==> src/rtl/ilst_pkg.sv <==
// ----------------------------------------------------------------------------
// ilst_pkg: shared types and constants for the indexed insert/remove list
// Request/response structs, operation and status codes, cell control bundle.
// ----------------------------------------------------------------------------
package ilst_pkg;

    localparam int Depth    = 64;
    localparam int WordBits = 32;

    localparam int OpBits   = 3;
    localparam int PosBits  = 7;
    localparam int ValBits  = 32;
    localparam int StatBits = 2;
    localparam int CntOBits = 7;

    // internal widths
    localparam int CntBits  = $clog2(Depth + 1);
    localparam int CmpBits  = (CntBits > PosBits) ? CntBits : PosBits;

    typedef enum logic [OpBits-1:0] {
        OP_INSERT = 3'd0,
        OP_APPEND = 3'd1,
        OP_REMOVE = 3'd2,
        OP_TAKE   = 3'd3,
        OP_PEEK   = 3'd4,
        OP_CLEAR  = 3'd5
    } t_op;

    typedef enum logic [StatBits-1:0] {
        ST_OK    = 2'd0,
        ST_FULL  = 2'd1,
        ST_RANGE = 2'd2,
        ST_NULL  = 2'd3
    } t_status;

    typedef struct packed {
        logic [OpBits-1:0]  operation;
        logic [PosBits-1:0] position;
        logic [ValBits-1:0] value;
    } t_req;

    typedef struct packed {
        logic [ValBits-1:0]  data_out;
        logic [StatBits-1:0] status;
        logic [CntOBits-1:0] count_out;
    } t_rsp;

    // broadcast to every cell of the chain
    typedef struct packed {
        logic                ins;
        logic                rem;
        logic [CmpBits-1:0]  pos;
        logic [WordBits-1:0] word;
    } t_cell_ctl;

endpackage

==> src/rtl/ilst_cell.sv <==
// ----------------------------------------------------------------------------
// ilst_cell: one storage slot of the list chain
// Holds one word; shifts from its lower or upper neighbor, or loads the new
// word, and drives its word onto the read bus when addressed.
// ----------------------------------------------------------------------------
module ilst_cell
    import ilst_pkg::*;
(
    input  logic                i_clk,
    input  logic [CmpBits-1:0]  i_index,
    input  t_cell_ctl           i_ctl,
    input  logic [WordBits-1:0] i_lower,
    input  logic [WordBits-1:0] i_upper,
    output logic [WordBits-1:0] o_word,
    output logic [WordBits-1:0] o_sel_word
);

    logic [WordBits-1:0] r_word;
    logic [WordBits-1:0] n_word;
    logic                at_pos;
    logic                above_pos;

    assign at_pos    = (i_index == i_ctl.pos);
    assign above_pos = (i_index > i_ctl.pos);

    always_comb begin
        n_word = r_word;
        if (i_ctl.ins) begin
            if (at_pos) begin
                n_word = i_ctl.word;
            end else if (above_pos) begin
                n_word = i_lower;
            end
        end else if (i_ctl.rem) begin
            if (at_pos || above_pos) begin
                n_word = i_upper;
            end
        end
    end

    always_ff @(posedge i_clk) begin
        r_word <= n_word;
    end

    assign o_word     = r_word;
    assign o_sel_word = at_pos ? r_word : '0;

endmodule

==> config.mk <==
export PLATFORM = sky130hd
export DESIGN_NAME = ilst_cell
export DESIGN_NICKNAME = d
export VERILOG_FILES = /design/src/rtl/ilst_pkg.sv /design/src/rtl/ilst_cell.sv
export SDC_FILE = /design/constraint.sdc
export NUM_CORES = 1
export LEC_CHECK = 0
export ABC_AREA = 0
export BUFFER_PORTS_ARGS = -buffer_cell sky130_fd_sc_hd__buf_2
export CORE_ASPECT_RATIO = 0.8
export CORE_UTILIZATION = 34
export DETAILED_ROUTE_END_ITERATION = 7
export HOLD_SLACK_MARGIN = 0.06
export PLACE_DENSITY = 0.76
export SYNTH_ARGS = -nofsm -noshare
export SYNTH_HDL_FRONTEND = slang
export SYNTH_SLANG_ARGS = --single-unit
==> constraint.sdc <==
create_clock -name i_clk -period 2.1 [get_ports i_clk]
set_input_delay 0.105 -clock i_clk [delete_from_list [all_inputs] [get_ports i_clk]]
set_output_delay 0.105 -clock i_clk [all_outputs]
set_load 0.01 [all_outputs]
==> impl_metrics.json <==
{
  "grt_pass1_vias": 2052,
  "dp_cells": 477,
  "rows": 24,
  "cts.sinks": 32,
  "cts_root_buffer": "clkbuf_8",
  "post-route-util_pct": 54.9,
  "vias": 2240,
  "outcome": "finished, final reports clean",
  "routed_wl_mm": 5.73,
  "area_growth_pct": 51.1,
  "finalCriticalPeriod_ns": 1.68,
  "cp.arrival_ns": 1.58,
  "stdcell_area_mm2": 0.00307,
  "end_kind": "output pin",
  "drive_gt1_share_pct": 46.7,
  "start_util_pct": 36.3,
  "critPathLaunchType": "primary input",
  "fin_crit_sh_pct": 80.2,
  "io_pins": 177,
  "synthDistinctLibCells": 21,
  "cts_buffer_depth": 2,
  "hold_class": "in2reg",
  "fp.dieArea_mm2": 0.00628,
  "synth_seq_cells": 32,
  "layout_common_cells": "buf_2, nand2_1",
  "power_leakage_nw": 1.60,
  "nets": 526,
  "die_height_um": 71.1,
  "slew_headroom_pct": 77.9,
  "ctsHoldBuffers": 0,
  "drtPass1Iterations": 5,
  "synth_seq_area_share_pct": 47.3,
  "crit_top_cell": "buf_2",
  "cts_tree": "done",
  "setup_violations": 0,
  "slew_viol_final": 0,
  "grt_max_degree": 49,
  "h-tree-depth": 2,
  "hold_viol": 0,
  "drc_errors": 0,
  "via_per_inst": 4.62,
  "synth.net_count": 354,
  "track_usage_pct": 18.1,
  "peakVddDrop_v": 0.000267,
  "grt_pass1_wl_mm": 8.85,
  "hpwl_mm": 4.61,
  "fill_cells": 532,
  "slowest_delay_ns": 0.29,
  "grt-ovfl-total": 0,
  "ant_nets": 0,
  "rsz0062_at_grt": "false",
  "place.gp.congestion": 0.713,
  "fmax_mhz": 594,
  "syn_area_per_cell_um2": 8.67,
  "critPathKind": "in2out",
  "layout.cells.non_filler": 485,
  "drt_iter0_markers": 53,
  "crit_slowest_cell": "ha_1",
  "cts_setup_buffers": 0,
  "yosys_warnings": 0,
  "wl_per_cell_um": 11.8,
  "synthCells": 234,
  "tightest_slew_ns": 0.331,
  "io_buffers": 176,
  "synth_area_mm2": 0.00203,
  "drv_cap": 0,
  "num_antenna_cells": 0,
  "clk_pin_slew_ns": 0.07,
  "crit_buf_inv": 4,
  "core-area_mm2": 0.00559,
  "tns_ns": 0,
  "grt_antenna_before_repair": 0,
  "crit_family": "simple AND/OR/NAND/NOR gates",
  "cts_resized": 0,
  "cts_buffers": 5,
  "crit_fanout": 36,
  "placed_area_mm2": 0.00296,
  "dieWidth_um": 88.4,
  "powerDensity_mw_per_mm2": 597,
  "final_common_cell": "buf_2",
  "required_ns": 2.00,
  "crit_path_cell_trace": "buf_2 -> inv_1 -> ha_1 -> and4_1 -> and4_4 -> buf_4 -> and2_1 -> buf_2",
  "largest_register_ff_count": 32
}
==> worst min-delay path, stage by stage <==
cell	delay, ns
buf_2	0.07
nor2_1	0.03
a31oi_1	0.12
==> power breakdown <==
part / internal, mW / switching (mW) / total [mW]
sequential: 0.819 / 0.0405 / 0.859
combinational: 0.196 / 0.208 / 0.404
clock: 0.352 / 0.216 / 0.567
total: 1.37 / 0.464 / 1.83
==> area by class of cell <==
type	count	area, um^2	share of cell area (%)
Multi-Input combinational cell	178	923	30.1
Inverter	7	26.3	0.857
Clock inverter	2	35.0	1.14
Tap cell	78	97.6	3.18
Sequential cell	32	961	31.3
Clock buffer	6	72.6	2.37
Timing Repair Buffer	182	951	31.0
==> synth_stat cells <==
| library cell | count | area share [%] |
|---|---|---|
| clkbuf_2 | 3 | 0.74 |
| a31oi_1 | 32 | 9.9 |
| edfxtp_1 | 32 | 47 |
| a21oi_1 | 2 | 0.49 |
| inv_1 | 7 | 1.3 |
| o221ai_1 | 1 | 0.43 |
| a211oi_1 | 1 | 0.37 |
| buf_2 | 1 | 0.25 |
| buf_12 | 1 | 0.99 |
| o21a_1 | 1 | 0.37 |
| and2_1 | 32 | 9.9 |
| nand4_1 | 1 | 0.31 |
| buf_8 | 3 | 2.2 |
| clkbuf_1 | 9 | 1.7 |
| and4_1 | 1 | 0.43 |
| ha_1 | 7 | 4.3 |
| nand2b_1 | 1 | 0.31 |
| nor2_1 | 32 | 5.9 |
| o21ai_0 | 1 | 0.25 |
| nand2_1 | 65 | 12 |
| and4_4 | 1 | 0.55 |
==> kinds of logic after synthesis <==
| family | after synthesis | share of synthesized area, % |
|---|---|---|
| adder cells (fa/ha/maj) | 7 | 4.32 |
| buffers and inverters | 24 | 7.15 |
| AO/OA/AOI/OAI | 38 | 11.8 |
| flip-flops | 32 | 47.3 |
| AND/OR/NAND/NOR | 133 | 29.4 |
==> stage by stage <==
step | hold WS (ns) | worst slack, ns | power (mW)
floorplan | 0.354 | 0.0419 | 1.05
detailed placement | 0.448 | 0.354 | 1.28
finish | 0.166 | 0.416 | 1.83
CTS | 0.156 | 0.411 | 1.86
global placement | 0.443 | 0.423 | 1.27
global route | 0.157 | 0.311 | 1.94
==> routing by layer <==
metal | routed length (um) | GRT usage, % | vias up
met4 | 41 | 5.02 | 0
li1 | - | - | 1139
met1 | 2310 | 20.0 | 994
met3 | 422 | 3.85 | 4
met2 | 2960 | 34.4 | 103
met5 | 0 | 0 | -
==> path summary, 6_finish.rpt <==
path              startpoint                   to  slack, ns  depth (start not counted)
setup / recovery   i_ctl[38]        o_sel_word[5]       0.42                          8
hold / removal    i_upper[5]  o_word[5]$_DFFE_PP_       0.17                          3
No activity file was read; power rests on OpenSTA's default activity.
